**src/rtl/core/prr_ram.sv**
```systemverilog
// generic single-port-write, registered-read memory
module prr_ram #(
  parameter int WIDTH = 8,
  parameter int DEPTH = 16
) (
  input  logic                             clk,
  input  logic                             we,
  input  logic [$clog2(DEPTH > 1 ? DEPTH : 2)-1:0] waddr,
  input  logic [WIDTH-1:0]                 wdata,
  input  logic                             re,
  input  logic [$clog2(DEPTH > 1 ? DEPTH : 2)-1:0] raddr,
  output logic [WIDTH-1:0]                 rdata
);

  logic [WIDTH-1:0] mem [DEPTH];

  // write port
  always_ff @(posedge clk) begin
    if (we) begin
      mem[waddr] <= wdata;
    end
  end

  // registered read port
  always_ff @(posedge clk) begin
    if (re) begin
      rdata <= mem[raddr];
    end
  end

endmodule

```
**config.mk**
```make
export PLATFORM = sky130hd
export DESIGN_NAME = prr_ram
export DESIGN_NICKNAME = d
export VERILOG_FILES = /design/src/rtl/core/prr_ram.sv
export SDC_FILE = /design/constraint.sdc
export NUM_CORES = 1
export LEC_CHECK = 0
export ABC_AREA = 1
export BUFFER_PORTS_ARGS = -buffer_cell sky130_fd_sc_hd__buf_2
export CAP_MARGIN = 0
export CORE_ASPECT_RATIO = 1.4
export CORE_MARGIN = 1
export CORE_UTILIZATION = 61
export CTS_CLUSTER_SIZE = 24
export DETAILED_ROUTE_END_ITERATION = 6
export MAX_ROUTING_LAYER = met4
export PLACE_DENSITY = 0.87
export SKIP_CTS_REPAIR_TIMING = 1
export SLEW_MARGIN = 20
export SYNTH_ARGS = -nofsm -noshare
export SYNTH_HDL_FRONTEND = slang
export SYNTH_SLANG_ARGS = --single-unit
```
**constraint.sdc**
```tcl
create_clock -name clk -period 1.16 [get_ports clk]
set_input_delay 0.058 -clock clk [delete_from_list [all_inputs] [get_ports clk]]
set_output_delay 0.058 -clock clk [all_outputs]
set_load 0.005 [all_outputs]
```
==> results of run 1 <==
==> per-stage QoR <==
stage	setup TNS, ps	instance area (um^2)
after floorplan	0	5847
after global placement	-453.2	6165
after detailed placement	-825.1	6165
after CTS	-51.55	6734
after global routing	-221.4	6877
final	-36.39	6877
==> metal layers <==
metal	up-vias	track usage (%)
li1	1878	-
met1	1820	33.96
met2	249	43.85
met3	58	6.241
met4	0	17.90
met5	-	-
==> Yosys cell counts <==
master / n
buf_1: 1
buf_2: 13
buf_4: 4
buf_6: 6
edfxtp_1: 136
inv_1: 100
inv_2: 2
nand2_1: 173
nand3_1: 97
nand3b_1: 2
nor2_1: 17
==> power groups by stage <==
stage,registers (uW),clock network (uW),logic (uW)
floorplan,5670,0,388
global placement,5670,0,637
detailed placement,5670,0,662
CTS,5570,5180,673
global route,5580,5360,799
finish,5570,5150,730
==> layout make-up <==
type	instances	area, um^2	area share [%]
sequential	136	4084	59.39
multi-input combinational	289	1356	19.72
clock buffer	20	436.7	6.350
inverter	102	382.9	5.568
timing repair buffer	52	350.3	5.095
tap	107	133.9	1.947
clock inverter	12	132.6	1.929
==> registers in the layout (all words and copies together), names as in the netlist <==
register / flops
mem: 128
rdata: 8
==> critical path, cell delays in order, from the launching register on <==
cell,delay (ps)
edfxtp_1,370
inv_1,80
nand2_1,60
nand3_1,140
nand3_2,140
nand3_2,110
nand2_1,70
==> worst min-delay path by stage <==
stage	startpoint	depth (start not counted)	slack, ps	endpoint
2_1_floorplan	wdata[0]	0	160	mem[0][0]
3_3_place_gp	re	1	430	rdata[1]
3_5_place_dp	re	1	440	rdata[1]
4_1_cts	re	1	2	rdata[6]
5_1_grt	re	1	10	rdata[6]
6_report	re	1	10	rdata[6]
==> kinds of logic (layout without fill, tap and decap cells) <==
family,count (synthesis),count (layout)
AND/OR/NAND/NOR,289,289
buffers and inverters,126,186
flip-flops,136,136
==> impl_metrics.yaml, run 1 <==
cts:
  cts_buffers: 17
  htree_num_levels: 4
  cts_tree: "yes"
  cts.reportedPaths.clkPinSlew_ps: 60
  cts.path.max_buffers: 2
  insertion_delay_ps: 420
  cts.sinks: 136
  root_buffer: "clkbuf_16"
sta:
  min_period_ps: 1190
  rsz0062_at_grt: "true"
  tightest_slew_ps: 671.3
  setup_viol: 2
  slew_headroom_pct: 55.18
  period_share_pct: 102.6
  finalHoldViolCount: 0
  setup_ws_ps: -29.79
  maxSlewViolCount: 0
  whs_ps: 9.961
  fmax_ghz: 0.8405
  clock_skew_ps: 9.973
floorplanning:
  core_area_mm2: 0.009183
  die-area_mm2: 0.009986
  ios: 27
  die_y_um: 117.8
  die_w_um: 84.75
  initial_core_util_pct: 63.67
  num_rows: 41
yosys:
  syn_area_per_cell_um2: 10.61
  synthMuxAreaShare_pct: 0
  ys_types: 11
  yosysSeqAreaShare_pct: 69.85
  syn-num-nets: 570
  synthXorXnorAreaFrac_pct: 0
  synth_area_mm2: 0.005847
  ys_warn_count: 0
  yosys-top-cells-area: "edfxtp_1 (70%), nand2_1 (11%), nand3_1 (8.3%)"
  yosysTopAreaCellShare_pct: 69.85
  synth_fa_ha_area_share_pct: 0
  synth_top_family_by_area: "simple AND/OR/NAND/NOR gates"
  yosys.area_share.simple_pct: 20.76
  synth_cells: 551
  synth_top_cell_by_area: "edfxtp_1"
  ys_ff_latch: 136
  synth-compound-area-share_pct: 0
power_and_ir_drop:
  p_sw_uw: 2368
  swShare_pct: 20.68
  power_frac_comb_pct: 6.4
  vdd_drop_max_mv: 1.314
  power_leakage_uw: 0.002995
  clkPwrFrac_pct: 45.0
  power_density_mw_per_mm2: 1666
  share_seq_of_total_power_pct: 48.6
  cellInternalPower_uw: 9085
  p_total_uw: 11450
worst_setup_path:
  r2r_cells: 6
  cp-endpoint: "rdata[6]"
  path_max_fanout: 1
  required_ps: 1340
  cp.arrival_ps: 1360
  cp-startpoint: "mem[5][6]"
  crit_path_end_kind: "flop"
  crit_path_start_kind: "flop"
  rr_endpoint: "rdata[6]"
  reg2reg_from: "mem[5][6]"
  criticalPathCategory: "reg -> reg"
  r2r_setup_slack_ps: -30
route:
  drt_iter0_drc: 491
  wl_met1_um: 4742
  drtPass1Iterations: 7
  wirelength_um: 12810
  met3_length_um: 1060
  top_layer_used: "met4"
  vias_per_cell: 5.578
  ant_nets: 0
  drc_errors: 3
  wire_per_inst_um: 17.84
  route.met2.wl_um: 6375
  route.vias.total: 4005
place:
  hpwl_um: 7719
  place_inst: 686
  place_ws_ps: -156.9
  io_buffers: 26
  gp_congestion: 0.8204
final_layout:
  layout_common_cells: "nand2_1 (172), edfxtp_1 (136), inv_1 (99)"
  nets: 617
  antenna_cells_inserted: 0
  layout_commonest_cell: "nand2_1"
  final_util_pct: 74.89
  drive_gt1_share_pct: 17.02
  fillers: 537
  instances_no_fill: 718
  syn2layout_area_growth_pct: 17.61
grt:
  track_usage_pct: 28.42
  grt_overflow_total: 0
  grt_first_pass_wirelength_um: 19830
  grt_max_degree: 49
  antenna_found_initial: 0
  grt_pass1_vias: 3852
worst_hold_path:
  hold_class: "in -> reg"
run_status:
  run_status: "finished with violations"
  failed_checks: "DRC, setup timing"
run:
  max_cap_viol_count: 0
No activity file was read; power rests on OpenSTA's default activity.
==> run 2, diff against run 1 <==
Settings changed: SKIP_LAST_GASP set to 1.
==> run 2 against run 1 <==
Against the previous run: the run still ends with DRC, setup timing left; sequential share of layout area is 0.22 points higher; wire length is 0.60% higher; critical path depth stayed put; fmax hardly changed; non-clock buffer count stayed put; total power hardly changed; clock power hardly changed; register-to-register slack hardly changed; flip-flop and latch count stayed put; worst hold slack hardly changed; combinational power is 0.5% lower; largest cell class unchanged; worst setup slack worse by 0.64 ps.
==> impl_metrics.yaml, run 2 (synthesis results as in run 1) <==
worst_setup_path:
  path_max_fanout: 1
  slowest_stage: "edfxtp_1"
  cp.arrival_ps: 1360
  critPathBufInv: 1
  crit_family: "simple AND/OR/NAND/NOR gates"
  crit_path_end_kind: "flop"
  path_cells: "inv_1 > nand2_1 > nand3_1 > nand3_2 > nand3_1 > nand2_1"
  cp_slowest_stage_delay_ps: 360
  criticalPathCategory: "reg -> reg"
  required_ps: 1330
  r2r_setup_slack_ps: -30
  crit_path_start_kind: "flop"
sta:
  period_share_pct: 102.6
  maxSlewViolCount: 0
  fmax_ghz: 0.8400
  clock_skew_ps: 12.28
  setup_ws_ps: -30.44
  slew_headroom_pct: 57.03
  setup_viol: 2
  setup_tns_ps: -43.35
  finalHoldViolCount: 0
  tightest_slew_ps: 643.7
  min_period_ps: 1190
  rsz0062_at_grt: "true"
final_layout:
  largest_reg_flops: 128
  largest_registers: "mem x128, rdata x8"
  regMostFlops: "mem"
  drive_gt1_share_pct: 16.20
  nets: 617
  antenna_cells_inserted: 0
  layout_commonest_cell: "nand2_1"
  instances_no_fill: 718
  syn2layout_area_growth_pct: 17.18
  layout_common_cells: "nand2_1 (172), edfxtp_1 (136), inv_1 (99)"
grt:
  grt_first_pass_wirelength_um: 19830
  grt_max_degree: 49
  grt_overflow_total: 0
  antenna_found_initial: 0
  grt_pass1_vias: 3852
  track_usage_pct: 28.42
cts:
  cts_tree: "yes"
  cts.path.max_buffers: 2
  insertion_delay_ps: 420
  cts_buffers: 17
  cts.sinks: 136
  root_buffer: "clkbuf_16"
  cts.reportedPaths.clkPinSlew_ps: 50
  htree_num_levels: 4
power_and_ir_drop:
  power_frac_comb_pct: 6.3
  power_density_mw_per_mm2: 1670
  clkPwrFrac_pct: 45.0
  p_sw_uw: 2362
  cellInternalPower_uw: 9082
  swShare_pct: 20.64
  vdd_drop_max_mv: 1.312
  power_leakage_uw: 0.002984
  share_seq_of_total_power_pct: 48.7
route:
  drt_iter0_drc: 521
  drtPass1Iterations: 7
  vias_per_cell: 5.607
  wire_per_inst_um: 17.95
  drc_errors: 3
  wirelength_um: 12890
  route.vias.total: 4026
  ant_nets: 0
floorplanning:
  initial_core_util_pct: 63.67
  die_y_um: 117.8
  die-area_mm2: 0.009986
  core_area_mm2: 0.009183
  die_w_um: 84.75
  ios: 27
  num_rows: 41
run_status:
  failed_checks: "DRC, setup timing"
  run_status: "finished with violations"
place:
  io_buffers: 26
  hpwl_um: 7719
  place_inst: 686
  place_ws_ps: -156.9
  gp_congestion: 0.8204
worst_hold_path:
  hold_class: "in -> reg"
run:
  max_cap_viol_count: 0
==> run 2: area by class of cell <==
class / instances / area [um^2]
Clock inverter: 12 / 132.6
Tap cell: 107 / 133.9
Clock buffer: 20 / 436.7
Fill cell: 543 / 2331
Multi-Input combinational cell: 289 / 1331
Sequential cell: 136 / 4084
Inverter: 102 / 382.9
Timing Repair Buffer: 52 / 350.3
==> run 2: worst register-to-register path, cell delays in order (launching register included) <==
cell	delay, ps
edfxtp_1	360
inv_1	60
nand2_1	50
nand3_1	140
nand3_2	140
nand3_1	130
nand2_1	70
==> run 2: power groups by stage <==
stage | registers [uW] | clock network [uW] | logic, uW
after floorplan | 5670 | 0 | 388
after global placement | 5670 | 0 | 637
after detailed placement | 5670 | 0 | 662
after CTS | 5570 | 5180 | 673
after global routing | 5580 | 5360 | 791
final | 5570 | 5150 | 726
==> run 2: final timing paths <==
| kind | start | end | cells past startpoint |
|---|---|---|---|
| min | re | rdata[6] | 1 |
| max reg2reg | mem[7][6] | rdata[6] | 6 |
| min reg2reg | mem[11][7] | rdata[7] | 6 |
| max | mem[7][6] | rdata[6] | 6 |
==> run 2: stage by stage <==
step	area (um^2)	utilization, %	hold WS [ps]	total power (uW)
after global routing	6852	74.62	9.908	11730
after global placement	6165	67.13	425.7	6303
after CTS	6734	73.33	2.340	11420
after detailed placement	6165	67.13	436.5	6332
final	6852	74.62	9.926	11440
after floorplan	5847	-	156.9	6054
==> run 2: routing by layer <==
metal | track usage (%) | vias up | routed length (um)
met5 | - | - | 0
met2 | 43.85 | 260 | 6359
met3 | 6.241 | 61 | 1147
met1 | 33.96 | 1829 | 4620
met4 | 17.90 | 0 | 760
li1 | - | 1876 | -
==> run 3, diff against run 2 <==
Settings changed: MAX_ROUTING_LAYER met4 to not set.
==> run 3 against run 2 <==
Against the previous run: the run ends with DRC left; sequential power hardly changed; via count is 0.40% higher; global-route usage is 0.78 points lower; clock skew is 6.3 ps lower; final cell count is 0.28% lower; critical path depth stayed put; worst hold slack better by 40 ps; clock power hardly changed; register-to-register slack better by 40 ps; final area is 0.71% higher; critical endpoint is now rdata[5].
==> impl_metrics.yaml, run 3 (synthesis results as in run 1) <==
worst_setup_path:
  path_max_fanout: 1
  cp.arrival_ps: 1330
  crit_path_start_kind: "flop"
  criticalPathCategory: "reg -> reg"
  cp_slowest_stage_delay_ps: 360
  crit_path_end_kind: "flop"
  required_ps: 1340
  slowest_stage: "edfxtp_1"
  r2r_cells: 6
  path_cells: "inv_1 > nand2_1 > nand3_1 > nand3_2 > nand3_2 > nand2_1"
cts:
  htree_num_levels: 4
  cts.reportedPaths.clkPinSlew_ps: 60
  insertion_delay_ps: 420
  cts.sinks: 136
  cts_tree: "yes"
  cts_buffers: 17
  root_buffer: "clkbuf_16"
  cts.path.max_buffers: 2
final_layout:
  antenna_cells_inserted: 0
  final_area_mm2: 0.006900
  final_util_pct: 75.15
  layout_commonest_cell: "nand2_1"
  largest_registers: "mem x128, rdata x8"
  regMostFlops: "mem"
  syn2layout_area_growth_pct: 18.02
  layout_common_cells: "nand2_1 (173), edfxtp_1 (136), inv_1 (100)"
  largest_reg_flops: 128
  drive_gt1_share_pct: 17.57
  nets: 616
route:
  drtPass1Iterations: 7
  wirelength_um: 12820
  route.vias.total: 4042
  vias_per_cell: 5.645
  wire_per_inst_um: 17.90
  ant_nets: 0
  drc_errors: 3
  drt_iter0_drc: 573
floorplanning:
  die_y_um: 117.8
  ios: 27
  num_rows: 41
  die_w_um: 84.75
  initial_core_util_pct: 63.67
  core_area_mm2: 0.009183
  die-area_mm2: 0.009986
run_status:
  failed_checks: "DRC"
  run_status: "finished with violations"
sta:
  tightest_slew_ps: 651.8
  finalHoldViolCount: 0
  clock_skew_ps: 5.992
  min_period_ps: 1146
  rsz0062_at_grt: "true"
  period_share_pct: 98.83
  fmax_ghz: 0.8723
  setup_tns_ps: 0
  slew_headroom_pct: 56.48
  setup_ws_ps: 13.58
  setup_viol: 0
  maxSlewViolCount: 0
place:
  io_buffers: 26
  place_area_mm2: 0.006175
  hpwl_um: 7803
  place_ws_ps: -136.0
  gp_congestion: 0.8613
grt:
  track_usage_pct: 27.64
  grt_first_pass_wirelength_um: 19850
  grt_max_degree: 65
  grt_pass1_vias: 3970
  grt_overflow_total: 0
  antenna_found_initial: 0
worst_hold_path:
  min_path_cells: 1
  hold_class: "in -> reg"
power_and_ir_drop:
  vdd_drop_max_mv: 1.706
  power_density_mw_per_mm2: 1663
  power_leakage_uw: 0.003016
  p_total_uw: 11470
run:
  max_cap_viol_count: 0
## run 3: cell count changes in the layout (fill, tap and decap cells not counted), sizes merged
cell | before | now
buf | 52 | 50
clkinvlp | 2 | 1
dlygate4sd3 | 0 | 1
## run 3: critical path, delay by kind of cell, from the launching register on
kind          cells  cell delay [ps]
buf+inv           1               70
simple gates      5              470
flops             1              360
## run 3: through the flow
stage | cells | hold WS, ps
after floorplan | 551 | 156.9
after global placement | 684 | 413.1
after detailed placement | 684 | 420.3
after CTS | 715 | -21.57
after global routing | 716 | 50.57
final | 716 | 49.90
## run 3: worst paths after layout
check / from / endpoint / slack, ps
setup / recovery: mem[4][5] / rdata[5] / 10
hold / removal: wdata[5] / mem[6][5] / 50
setup reg to reg: mem[4][5] / rdata[5] / 10
hold reg to reg: mem[10][4] / rdata[4] / 750
## run 3: final cells by class
cell class                      instances  area (um^2)
Timing Repair Buffer                   51        370.4
Multi-Input combinational cell        289         1361
Clock inverter                         11        131.4
Fill cell                             526         2282
Tap cell                              107        133.9
Inverter                              102        382.9
Sequential cell                       136         4084
Clock buffer                           20        436.7
## run 3: where the power goes
part | switching, uW | internal, uW | total (uW)
clock network | 1840 | 3320 | 5170
registers | 30.0 | 5540 | 5570
logic | 502 | 230 | 733
total | 2380 | 9100 | 11500
## run 3: per-layer routing
metal	global-route usage, %	wire length, um
met2	42.58	6474
met1	32.90	4748
met3	8.135	979
met5	0	0
met4	20.23	614
