### config.mk
export PLATFORM = sky130hd
export DESIGN_NAME = prr_engine
export DESIGN_NICKNAME = d
export VERILOG_FILES = /design/src/rtl/core/prr_pkg.sv /design/src/rtl/core/prr_engine.sv
export SDC_FILE = /design/constraint.sdc
export NUM_CORES = 1
export LEC_CHECK = 0
export BUFFER_PORTS_ARGS = -buffer_cell sky130_fd_sc_hd__buf_2
export CORE_ASPECT_RATIO = 0.5
export CORE_MARGIN = 1
export CORE_UTILIZATION = 40
export CTS_CLUSTER_SIZE = 24
export DETAILED_ROUTE_END_ITERATION = 10
export GPL_TIMING_DRIVEN = 0
export PLACE_DENSITY = 0.68
export SLEW_MARGIN = 5
export SYNTH_ARGS = -nofsm -noshare
export SYNTH_HDL_FRONTEND = slang
export SYNTH_SLANG_ARGS = --single-unit
### constraint.sdc
create_clock -name clk -period 11.1 [get_ports clk]
set_input_delay 1.11 -clock clk [delete_from_list [all_inputs] [get_ports clk]]
set_output_delay 1.11 -clock clk [all_outputs]
set_load 0.005 [all_outputs]
### src/rtl/core/prr_pkg.sv
// shared types, constants and match functions for the pass rule table
package prr_pkg;

  // table geometry
  localparam int TABLE_DEPTH = 64;
  localparam int IDX_W       = (TABLE_DEPTH > 1) ? $clog2(TABLE_DEPTH) : 1;
  localparam int CNT_W       = $clog2(TABLE_DEPTH + 1);

  // field widths
  localparam int PROTO_W = 8;
  localparam int ADDR_W  = 32;
  localparam int PORT_W  = 16;
  localparam int STAT_W  = 2;
  localparam int RCNT_W  = 7;

  // stream widths, padded to whole bytes
  localparam int IN_FIELDS_W  = 1 + PROTO_W + 4 * ADDR_W + 3 * PORT_W + PROTO_W;
  localparam int IN_TDATA_W   = ((IN_FIELDS_W + 7) / 8) * 8;
  localparam int OUT_FIELDS_W = 1 + STAT_W + RCNT_W;
  localparam int OUT_TDATA_W  = ((OUT_FIELDS_W + 7) / 8) * 8;

  // operation codes
  localparam logic OP_CHECK = 1'b0;
  localparam logic OP_ADD   = 1'b1;

  // add status codes
  localparam logic [STAT_W-1:0] ST_OK   = 2'd0;
  localparam logic [STAT_W-1:0] ST_DUP  = 2'd1;
  localparam logic [STAT_W-1:0] ST_FULL = 2'd2;

  // protocols that carry ports
  localparam logic [PROTO_W-1:0] PROTO_TCP = 8'd6;
  localparam logic [PROTO_W-1:0] PROTO_UDP = 8'd17;

  // one stored rule
  typedef struct packed {
    logic [PROTO_W-1:0] proto;
    logic [ADDR_W-1:0]  host;
    logic [ADDR_W-1:0]  mask;
    logic [PORT_W-1:0]  port;
  } rule_t;

  localparam int RULE_W = $bits(rule_t);

  // request from the stream side to the engine
  typedef struct packed {
    logic               op;
    logic [PROTO_W-1:0] proto;
    logic [ADDR_W-1:0]  addr;
    logic [PORT_W-1:0]  port;
    rule_t              rule;
  } req_t;

  // response from the engine
  typedef struct packed {
    logic              matched;
    logic [STAT_W-1:0] status;
    logic [RCNT_W-1:0] count;
  } res_t;

  // packet against one rule: protocol, host and port tests
  function automatic logic rule_passes(rule_t r, logic [PROTO_W-1:0] proto,
                                       logic [ADDR_W-1:0] addr,
                                       logic [PORT_W-1:0] port);
    logic proto_ok;
    logic host_ok;
    logic port_ok;
    proto_ok = (r.proto == '0) || (r.proto == proto);
    host_ok  = (r.host == '0) || (r.host == (addr & r.mask));
    port_ok  = (r.port == '0) ||
               (((proto == PROTO_TCP) || (proto == PROTO_UDP)) && (port == r.port));
    return proto_ok && host_ok && port_ok;
  endfunction

  // identical rule test for duplicate detection
  function automatic logic rule_same(rule_t a, rule_t b);
    return (a.proto == b.proto) && (a.host == b.host) &&
           (a.mask == b.mask) && (a.port == b.port);
  endfunction

endpackage

### src/rtl/core/prr_engine.sv
// table walk sequencer: scans stored rules for a match or a duplicate
module prr_engine (
  input  logic                      clk,
  input  logic                      rst_n,
  input  logic                      req_valid,
  output logic                      req_ready,
  input  prr_pkg::req_t             req,
  output logic                      res_valid,
  input  logic                      res_ready,
  output prr_pkg::res_t             res,
  output logic                      ram_we,
  output logic [prr_pkg::IDX_W-1:0] ram_waddr,
  output prr_pkg::rule_t            ram_wdata,
  output logic                      ram_re,
  output logic [prr_pkg::IDX_W-1:0] ram_raddr,
  input  prr_pkg::rule_t            ram_rdata
);

  localparam logic [1:0] S_IDLE = 2'd0;
  localparam logic [1:0] S_SCAN = 2'd1;
  localparam logic [1:0] S_FIN  = 2'd2;

  logic [1:0]                state_r, state_nxt;
  logic [prr_pkg::CNT_W-1:0] idx_r, idx_nxt;
  logic [prr_pkg::CNT_W-1:0] count_r, count_nxt;
  logic                      pend_r, pend_nxt;
  logic                      hit_r, hit_nxt;
  logic                      full_r, full_nxt;
  prr_pkg::req_t             req_r, req_nxt;

  logic                      hit_now;
  logic                      add_ok;
  logic [prr_pkg::CNT_W-1:0] count_inc;

  // compare the rule read last cycle against the held request
  always_comb begin
    if (req_r.op == prr_pkg::OP_CHECK) begin
      hit_now = prr_pkg::rule_passes(ram_rdata, req_r.proto, req_r.addr, req_r.port);
    end else begin
      hit_now = prr_pkg::rule_same(ram_rdata, req_r.rule);
    end
  end

  assign add_ok    = (req_r.op == prr_pkg::OP_ADD) && !full_r && !hit_r;
  assign count_inc = count_r + prr_pkg::CNT_W'(1);

  // table writes only happen at the end of an add, never during a scan
  assign ram_waddr = count_r[prr_pkg::IDX_W-1:0];
  assign ram_wdata = req_r.rule;
  assign ram_raddr = idx_r[prr_pkg::IDX_W-1:0];

  // response fields
  always_comb begin
    res.matched = (req_r.op == prr_pkg::OP_CHECK) && hit_r;
    if (req_r.op == prr_pkg::OP_CHECK) begin
      res.status = prr_pkg::ST_OK;
    end else if (full_r) begin
      res.status = prr_pkg::ST_FULL;
    end else if (hit_r) begin
      res.status = prr_pkg::ST_DUP;
    end else begin
      res.status = prr_pkg::ST_OK;
    end
    res.count = prr_pkg::RCNT_W'(add_ok ? count_inc : count_r);
  end

  // sequencer: accept, walk one entry per cycle, finish
  always_comb begin
    state_nxt = state_r;
    idx_nxt   = idx_r;
    count_nxt = count_r;
    pend_nxt  = pend_r;
    hit_nxt   = hit_r;
    full_nxt  = full_r;
    req_nxt   = req_r;
    req_ready = 1'b0;
    res_valid = 1'b0;
    ram_we    = 1'b0;
    ram_re    = 1'b0;
    case (state_r)
      S_IDLE: begin
        req_ready = 1'b1;
        if (req_valid) begin
          req_nxt  = req;
          idx_nxt  = '0;
          pend_nxt = 1'b0;
          hit_nxt  = 1'b0;
          full_nxt = (req.op == prr_pkg::OP_ADD) &&
                     (count_r >= prr_pkg::CNT_W'(prr_pkg::TABLE_DEPTH));
          state_nxt = full_nxt ? S_FIN : S_SCAN;
        end
      end
      S_SCAN: begin
        if (pend_r && hit_now) begin
          hit_nxt   = 1'b1;
          pend_nxt  = 1'b0;
          state_nxt = S_FIN;
        end else if (idx_r < count_r) begin
          ram_re   = 1'b1;
          idx_nxt  = idx_r + prr_pkg::CNT_W'(1);
          pend_nxt = 1'b1;
        end else begin
          pend_nxt  = 1'b0;
          state_nxt = S_FIN;
        end
      end
      S_FIN: begin
        res_valid = 1'b1;
        if (res_ready) begin
          state_nxt = S_IDLE;
          if (add_ok) begin
            ram_we    = 1'b1;
            count_nxt = count_inc;
          end
        end
      end
      default: begin
        state_nxt = S_IDLE;
      end
    endcase
  end

  // control registers
  always_ff @(posedge clk) begin
    if (!rst_n) begin
      state_r <= S_IDLE;
      count_r <= '0;
      pend_r  <= 1'b0;
      hit_r   <= 1'b0;
      full_r  <= 1'b0;
      idx_r   <= '0;
    end else begin
      state_r <= state_nxt;
      count_r <= count_nxt;
      pend_r  <= pend_nxt;
      hit_r   <= hit_nxt;
      full_r  <= full_nxt;
      idx_r   <= idx_nxt;
    end
  end

  // held request payload
  always_ff @(posedge clk) begin
    req_r <= req_nxt;
  end

endmodule

==> results.toml, run 1 <==
[run_status]
run_status = "finished, final reports clean"

[sta]
fin_ws_ns = 6.57
hold_viol_final = 0
worst_pin_slew_ns = 0.820
slew_headroom = 0.447
max_freq_mhz = 221
final-max-slew-violation-count = 0
fin_skew_ns = 0.00744
report.final.setup_viol = 0
finalCritPeriodShare = 0.408
finalHoldWorstSlack_ns = 0.515
tns_ns = 0
post_layout_min_period_ns = 4.53
rsz0062_at_grt = "false"

[pwr]
internal_power_uw = 1230
pwr_density_cell_nw_per_um2 = 149
leakage_uw = 0.00467
p_sw_frac = 0.252
worst_ir_drop_vdd_uv = 87.0
combPwrFrac = 0.162
seq_power_share = 0.473
switchingPower_uw = 412
pwr-share-clk = 0.365

[placement]
hpwl_um = 21400
portBuffers = 349
placed_cells = 1274
placement.setup.worst_slack_ns = 6.56
place.gp.congestion = 0.873

[synth]
ys_async_sr_fraction = 0
synth_area_um2 = 8310
netlist_instances = 658
netlist-cell-type-count = 42
synth-seq-area-share = 0.569
syn_area_per_cell_um2 = 12.6
yosysWarningCount = 0
postSynthRegisterBits = 164
postSynthNetCount = 903
synth-edff-count = 145
synth_flop_cell = "sky130_fd_sc_hd__edfxtp_1"

[route]
detail_route.wirelength_um = 26400
drt_iter0_drc = 450
via_count = 6584
drtPass1Iterations = 4
ant_nets = 0
post-route-drc-count = 0
drt-vias-per-instance = 5.03
wl_per_cell_um = 20.1

[clocking]
tritoncts = "yes"
cts_inserted_buffers = 17
cts.sinks = 164
cts.repair_timing.setup_buffer_count = 0
max-clock-path-buffers = 2
cts.repair.resized = 0
clkLatencyLatePin_ns = 0.44
clk_transition_reported_paths_ns = 0.06
cts_max_level = 4
clock-root-buffer = "sky130_fd_sc_hd__clkbuf_16"
postCtsHoldBufs = 0

[worst_hold_path]
worstHoldPathType = "reg -> reg"

[floorplan]
horizontal_extent_of_the_die_um = 206
die_area_um2 = 21400
ios = 351
effective_utilization_at_floorplan = 0.418
fp.dieH_um = 104
core_um2 = 19900
placement_rows = 36

[global_routing]
global_route_wire_length_before_repair_um = 38600
antenna_found_initial = 4
track_usage = 0.250
grt_start_max_net_pins = 76
grt-ovfl-total = 0
grt_pass1_vias = 6475

[job]
max-cap-violations = 0

[setup_path]
cp-end-kind = "primary output"
critical_path_arrival_ns = 3.42
worstSetupPathType = "in -> out"
startpoint_type = "primary input"
worstPathMaxFanout = 7
cp.required_ns = 9.99

[final_layout]
drive_above_1_share = 0.474
layoutNonFillerInstCount = 1309
nets = 1272
fillerInstances = 1752
areaGrowthSynthToFinish_pct = 32.4
## placed cells by master, fill, tap and decap left out, types with 18 or more instances in the layout
| master | Yosys | routed |
|---|---|---|
| sky130_fd_sc_hd__buf_4 | 100 | 100 |
| sky130_fd_sc_hd__a21oi_1 | 24 | 24 |
| sky130_fd_sc_hd__buf_2 | 0 | 349 |
| sky130_fd_sc_hd__nand2_1 | 18 | 18 |
| sky130_fd_sc_hd__nor4_1 | 24 | 24 |
| sky130_fd_sc_hd__edfxtp_1 | 145 | 145 |
| sky130_fd_sc_hd__xnor2_1 | 95 | 95 |
| sky130_fd_sc_hd__nand4_1 | 37 | 37 |
| sky130_fd_sc_hd__nand3_1 | 22 | 22 |
| sky130_fd_sc_hd__xor2_1 | 27 | 27 |
| sky130_fd_sc_hd__dfxtp_1 | 19 | 19 |
## power by group through the flow
| stage | Clock (µW) | Combinational, µW | Sequential [µW] |
|---|---|---|---|
| after floorplan | 0 | 138 | 784 |
| after global placement | 0 | 257 | 795 |
| after detailed placement | 0 | 266 | 787 |
| after CTS | 606 | 267 | 774 |
| after global routing | 633 | 287 | 780 |
| final | 598 | 265 | 775 |
## through the flow
step	area, µm²	utilization	total power (µW)
after floorplan	8310	-	922
after global placement	10400	0.522	1050
after detailed placement	10400	0.524	1050
after CTS	11000	0.552	1650
after global routing	11000	0.553	1700
final	11000	0.553	1640
## logic make-up after synthesis
kind of cell               share of synthesized area
AOI/OAI and AO/OA                             0.0724
buffers and inverters                         0.0962
DFF                                            0.569
xor gates and xnor gates                       0.129
adders and majority gates                     0.0120
muxes                                        0.00361
and+or+nand+nor                                0.118
## path summary, 6_finish.rpt
check | startpoint | to | slack, ns | depth (start not counted)
hold / removal | pend_r | pend_r | 0.51 | 2
setup / recovery | ram_rdata[8] | ram_re | 6.57 | 9
hold reg to reg | pend_r | pend_r | 0.51 | 2
setup reg to reg | ram_wdata[9] | full_r | 8.35 | 7
## registers in the layout, summed over array words and instances, names as in the netlist
signal     flops
state_r        2
ram_wdata     88
count_r        7
hit_r          1
req_r         57
full_r         1
idx_r          7
pend_r         1
## synth_stat cells (5+ instances only)
cell | n | area share
sky130_fd_sc_hd__o21ai_0 | 5 | 0.0030
sky130_fd_sc_hd__dfxtp_1 | 19 | 0.046
sky130_fd_sc_hd__a21oi_1 | 24 | 0.014
sky130_fd_sc_hd__ha_1 | 8 | 0.012
sky130_fd_sc_hd__nor4_1 | 24 | 0.018
sky130_fd_sc_hd__edfxtp_1 | 145 | 0.52
sky130_fd_sc_hd__xnor2_1 | 95 | 0.10
sky130_fd_sc_hd__nand3_1 | 22 | 0.013
sky130_fd_sc_hd__o22a_1 | 8 | 0.0084
sky130_fd_sc_hd__and3b_1 | 9 | 0.0095
sky130_fd_sc_hd__nor2b_1 | 5 | 0.0038
sky130_fd_sc_hd__a21o_1 | 12 | 0.011
sky130_fd_sc_hd__nand4_1 | 37 | 0.028
sky130_fd_sc_hd__buf_4 | 100 | 0.090
sky130_fd_sc_hd__inv_1 | 9 | 0.0041
sky130_fd_sc_hd__nand2_1 | 18 | 0.0081
sky130_fd_sc_hd__a21boi_0 | 8 | 0.0072
sky130_fd_sc_hd__xor2_1 | 27 | 0.028
sky130_fd_sc_hd__a211oi_1 | 5 | 0.0045
sky130_fd_sc_hd__nor2_1 | 15 | 0.0068
sky130_fd_sc_hd__and3_1 | 17 | 0.013
## layout make-up
cell class / instances / area (µm²) / area share
clock buffer: 21 / 440 / 0.0400
inverter: 9 / 38.8 / 0.00352
sequential: 164 / 4730 / 0.430
clock inverter: 10 / 133 / 0.0120
multi-input combinational: 381 / 2780 / 0.253
timing repair buffer: 350 / 1770 / 0.161
tap: 266 / 333 / 0.0302
antenna: 4 / 10.0 / 0.000909
buffer: 104 / 766 / 0.0696
## critical path, cell delays in order
cell and delay, ns:
sky130_fd_sc_hd__buf_2 0.14, sky130_fd_sc_hd__xor2_1 0.17, sky130_fd_sc_hd__nor4_2 0.27, sky130_fd_sc_hd__o2111ai_1 0.17
sky130_fd_sc_hd__o21ai_0 0.70, sky130_fd_sc_hd__o2111ai_2 0.43, sky130_fd_sc_hd__nand2_1 0.25, sky130_fd_sc_hd__inv_1 0.06
sky130_fd_sc_hd__buf_2 0.13
## layer usage
metal | track usage | vias to the layer above | wire length, µm
met2 | 0.413 | 178 | 13200
li1 | - | 3108 | -
met5 | 0 | - | 0
met1 | 0.326 | 3268 | 11500
met4 | 0.0693 | 0 | 419
met3 | 0.0592 | 30 | 1280
Power figures use the tool's default switching activity.
==> inputs of run 2 (changes only) <==
- PLACE_DENSITY: 0.68 -> 0.7
- clock period: 11.1 -> 4.1 ns (I/O delays scaled with it)
==> results.toml, run 2 (synthesized netlist as in run 1, its figures left out) <==
[run_status]
run_status = "finished, final reports clean"

[clocking]
clkLatencyLatePin_ns = 0.43
cts.repair.resized = 0
cts.sinks = 164
clk_transition_reported_paths_ns = 0.07
cts.repair_timing.setup_buffer_count = 0
postCtsHoldBufs = 0
tritoncts = "yes"
cts_max_level = 4
max-clock-path-buffers = 2
clock-root-buffer = "sky130_fd_sc_hd__clkbuf_16"
cts_inserted_buffers = 17

[floorplan]
die_area_um2 = 21400
ios = 351
placement_rows = 36
horizontal_extent_of_the_die_um = 206
core_um2 = 19900
effective_utilization_at_floorplan = 0.418
fp.dieH_um = 104

[route]
post-route-drc-count = 0
drtPass1Iterations = 5
wl_per_cell_um = 20.0
detail_route.wirelength_um = 26200
via_count = 6613
ant_nets = 0
drt-vias-per-instance = 5.04
drt_iter0_drc = 338

[setup_path]
r2r_end = "full_r"
worstSetupPathType = "reg -> out"
cp-end-kind = "primary output"
worst_setup_path_endpoint = "ram_re"
r2r.worst_path.cells = 7
regToRegSetupSlack_ns = 1.41
worstPathMaxFanout = 6
startpoint_type = "register"
critical_path_arrival_ns = 2.98
critical_path_startpoint = "ram_wdata[9]"
cp.required_ns = 3.69
worst_r2r_src = "ram_wdata[9]"

[sta]
worst_pin_slew_ns = 0.806
fin_ws_ns = 0.715
finalHoldWorstSlack_ns = 0.142
report.final.setup_viol = 0
post_layout_min_period_ns = 3.39
tns_ns = 0
fin_skew_ns = 0.00876
hold_viol_final = 0
finalCritPeriodShare = 0.826
final-max-slew-violation-count = 0
max_freq_mhz = 295
slew_headroom = 0.462
rsz0062_at_grt = "false"

[final_layout]
areaGrowthSynthToFinish_pct = 32.7
nets = 1274
layoutNonFillerInstCount = 1312
largest_register_ffs = 88
layout.cells.most_common = "sky130_fd_sc_hd__buf_2"
commonest_non_fill_non_tap_cells_in_the_layout = "349 x sky130_fd_sc_hd__buf_2, 145 x sky130_fd_sc_hd__edfxtp_1, 100 x sky130_fd_sc_hd__buf_4, 95 x sky130_fd_sc_hd__xnor2_1, 37 x sky130_fd_sc_hd__nand4_1"
drive_above_1_share = 0.476

[placement]
hpwl_um = 21200
placed_cells = 1276
place.gp.congestion = 0.873
portBuffers = 349
placement.setup.worst_slack_ns = 1.01

[global_routing]
track_usage = 0.246
grt_pass1_vias = 6538
grt_start_max_net_pins = 43
grt-ovfl-total = 0
global_route_wire_length_before_repair_um = 38200
antenna_found_initial = 4

[worst_hold_path]
worstHoldPathType = "in -> reg"

[pwr]
leakage_uw = 0.00467
pwr_density_cell_nw_per_um2 = 399
worst_ir_drop_vdd_uv = 231
p_total_uw = 4410

[job]
max-cap-violations = 0
run 2: worst min-delay path by stage:
stage | startpoint | end | slack (ns) | depth (start not counted)
after global routing | req[132] | req_r[132] | 0.12 | 1
after detailed placement | pend_r | pend_r | 0.49 | 2
after floorplan | pend_r | pend_r | 0.46 | 2
after global placement | pend_r | pend_r | 0.48 | 2
final | req[31] | ram_wdata[31] | 0.14 | 1
after CTS | req[31] | ram_wdata[31] | 0.13 | 1
run 2: area by class of cell:
cell class                 instances  area (µm²)
fill                            1753        8870
sequential                       164        4730
multi-input combinational        381        2780
timing repair buffer             352        1810
buffer                           104         766
clock buffer                      19         433
tap                              266         333
clock inverter                    13         134
inverter                           9        37.5
antenna                            4        10.0
run 2: through the flow:
step           instance area [µm²]  utilization
2_1_floorplan                 8320            -
3_3_place_gp                 10400        0.522
3_5_place_dp                 10500        0.525
4_1_cts                      11000        0.554
5_1_grt                      11000        0.554
6_report                     11000        0.554
run 2: critical path, stage by stage, from the launching register on:
cell	delay (ns)
sky130_fd_sc_hd__edfxtp_1	0.40
sky130_fd_sc_hd__xnor2_1	0.40
sky130_fd_sc_hd__nand4_1	0.19
sky130_fd_sc_hd__nor4_1	0.46
sky130_fd_sc_hd__nand4_1	0.32
sky130_fd_sc_hd__o221a_2	0.39
sky130_fd_sc_hd__nand2_1	0.16
sky130_fd_sc_hd__inv_1	0.09
sky130_fd_sc_hd__buf_2	0.13
run 2: power breakdown:
part | leakage, µW | switching [µW] | internal (µW)
sequential | 0.00154 | 93.2 | 2000
clock | 0.000266 | 689 | 894
combinational | 0.00286 | 356 | 370
run 2: metal layers:
| metal | routed length [µm] | track usage | share of wire | up-vias |
|---|---|---|---|---|
| met5 | 0 | 0 | 0 | - |
| met3 | 1400 | 0.0508 | 0.053 | 30 |
| met1 | 11300 | 0.324 | 0.43 | 3291 |
| met4 | 393 | 0.0667 | 0.015 | 0 |
| li1 | - | - | - | 3106 |
| met2 | 13100 | 0.411 | 0.50 | 186 |
==> inputs of run 3 (changes only) <==
- clock period: 4.1 -> 2.8 ns (I/O delays scaled with it)
==> results.toml, run 3 (synthesized netlist as in run 1, its figures left out) <==
[run_status]
run_status = "finished, final reports clean"

[final_layout]
nets = 1414
layout.cells.most_common = "sky130_fd_sc_hd__buf_2"
drive_above_1_share = 0.448
seq_area_um2 = 4740
multi_input_comb_area_um2 = 2940
areaGrowthSynthToFinish_pct = 51.9
final_util = 0.634
largest_register_ffs = 88
final_design_area_no_fill_um2 = 12600
layoutNonFillerInstCount = 1451
commonest_non_fill_non_tap_cells_in_the_layout = "348 x sky130_fd_sc_hd__buf_2, 145 x sky130_fd_sc_hd__edfxtp_1, 130 x sky130_fd_sc_hd__dlygate4sd3_1, 109 x sky130_fd_sc_hd__buf_4, 86 x sky130_fd_sc_hd__xnor2_1"
fillerInstances = 1580

[route]
drt-vias-per-instance = 5.04
via_count = 7318
drt_iter0_drc = 470
wl_per_cell_um = 19.9
ant_nets = 0
drtPass1Iterations = 5
post-route-drc-count = 0
detail_route.wirelength_um = 28900

[global_routing]
track_usage = 0.273
antenna_found_initial = 1
global_route_wire_length_before_repair_um = 42600
grt_pass1_vias = 7545
grt-ovfl-total = 0
grt_start_max_net_pins = 40

[setup_path]
critical_path_startpoint = "ram_wdata[66]"
crit_path_top_delay_cell = "sky130_fd_sc_hd__edfxtp_1"
critical_path_arrival_ns = 2.47
crit_path_max_incr_delay_ns = 0.43
worst_r2r_src = "ram_wdata[66]"
cp.required_ns = 2.52
path_depth = 8
startpoint_type = "register"
worstSetupPathType = "reg -> out"
cp_cell_sequence = "xnor2_1 > nand4_1 > nor4_1 > nand4_1 > o221a_4 > nand2_4 > inv_2 > buf_6"
r2r.worst_path.cells = 8
worst_setup_path_endpoint = "ram_re"
r2r_end = "full_r"
cp-end-kind = "primary output"
path_buf_inv = 2
worstPathMaxFanout = 2
critical-path-top-delay-family = "simple AND/OR/NAND/NOR gates"
regToRegSetupSlack_ns = 0.25
cpMostUsedCell = "sky130_fd_sc_hd__nand4_1"

[sta]
post_layout_min_period_ns = 2.75
worst_pin_slew_ns = 0.577
slew_headroom = 0.612
hold_viol_final = 0
max_freq_mhz = 364
final-max-slew-violation-count = 0
rsz0062_at_grt = "true"
finalCritPeriodShare = 0.982
fin_ws_ns = 0.0497
report.final.setup_viol = 0
fin_skew_ns = 0.0116

[pwr]
worst_ir_drop_vdd_uv = 390
leakage_uw = 0.00539
pwr_density_cell_nw_per_um2 = 538

[clocking]
cts.sinks = 164
tritoncts = "yes"
cts_inserted_buffers = 17
max-clock-path-buffers = 2
clock-root-buffer = "sky130_fd_sc_hd__clkbuf_16"
clkLatencyLatePin_ns = 0.45
cts_max_level = 4
clk_transition_reported_paths_ns = 0.07

[floorplan]
core_um2 = 19900
horizontal_extent_of_the_die_um = 206
effective_utilization_at_floorplan = 0.418
placement_rows = 36
fp.dieH_um = 104
die_area_um2 = 21400
ios = 351

[placement]
placed_cells = 1277
portBuffers = 349
placement.setup.worst_slack_ns = -0.0162
place.gp.congestion = 0.861
hpwl_um = 21500
placed_area_um2 = 10500

[worst_hold_path]
worstHoldPathType = "in -> reg"

[job]
max-cap-violations = 0
## run 3: through the flow
step           TNS, ns  total power [µW]  hold WS [ns]
6_report             0              6800        0.0141
5_1_grt        -0.0256              7030       0.00475
4_1_cts        -0.0262              6810      0.000296
3_5_place_dp   -0.0162              4200         0.458
3_3_place_gp   -196.59              4170         0.456
2_1_floorplan   -35.73              3650         0.379
## run 3: metal layers
layer / track usage / routed length, µm / up-vias
li1: - / - / 3391
met1: 0.338 / 11700 / 3578
met2: 0.451 / 14400 / 270
met3: 0.0551 / 1500 / 79
met4: 0.142 / 1240 / 0
met5: 0 / 0 / -
## run 3: worst min path at each step
stage,from,cells after the start,end
global placement,req[0],1,ram_wdata[0]
global route,req[52],1,ram_wdata[52]
CTS,req[130],1,req_r[130]
floorplan,req[0],0,ram_wdata[0]
finish,req[45],1,ram_wdata[45]
detailed placement,req[0],1,ram_wdata[0]
## run 3: what timing repair did
action	in CTS	in global routing
resized for setup	18	5
hold endpoints to repair	130	0
hold buffers	130	0
setup endpoints to repair	1	1
setup buffers	6	3
pin swaps	6	7
## run 3: cell type report
| type | count | area share |
|---|---|---|
| clock inverter | 15 | 0.0141 |
| clock buffer | 17 | 0.0337 |
| antenna | 3 | 0.000595 |
| sequential | 164 | 0.376 |
| timing repair buffer | 492 | 0.254 |
| multi-input combinational | 381 | 0.233 |
| inverter | 9 | 0.00297 |
| tap | 266 | 0.0264 |
| buffer | 104 | 0.0606 |
## run 3: report_power, final
group	switching, µW	internal [µW]	total, µW	leakage, µW
logic	582	685	1270	0.00356
registers	146	2930	3080	0.00154
clock network	1040	1410	2450	0.000291
total	1770	5030	6800	0.00539
## run 3: worst reg2reg max path: stages, from the launching register on
cell	delay, ns
sky130_fd_sc_hd__edfxtp_1	0.43
sky130_fd_sc_hd__xnor2_1	0.24
sky130_fd_sc_hd__nand4_1	0.19
sky130_fd_sc_hd__nor4_1	0.33
sky130_fd_sc_hd__nand4_1	0.28
sky130_fd_sc_hd__buf_4	0.24
sky130_fd_sc_hd__o221ai_2	0.37
sky130_fd_sc_hd__o21ai_2	0.11
sky130_fd_sc_hd__o221a_1	0.22
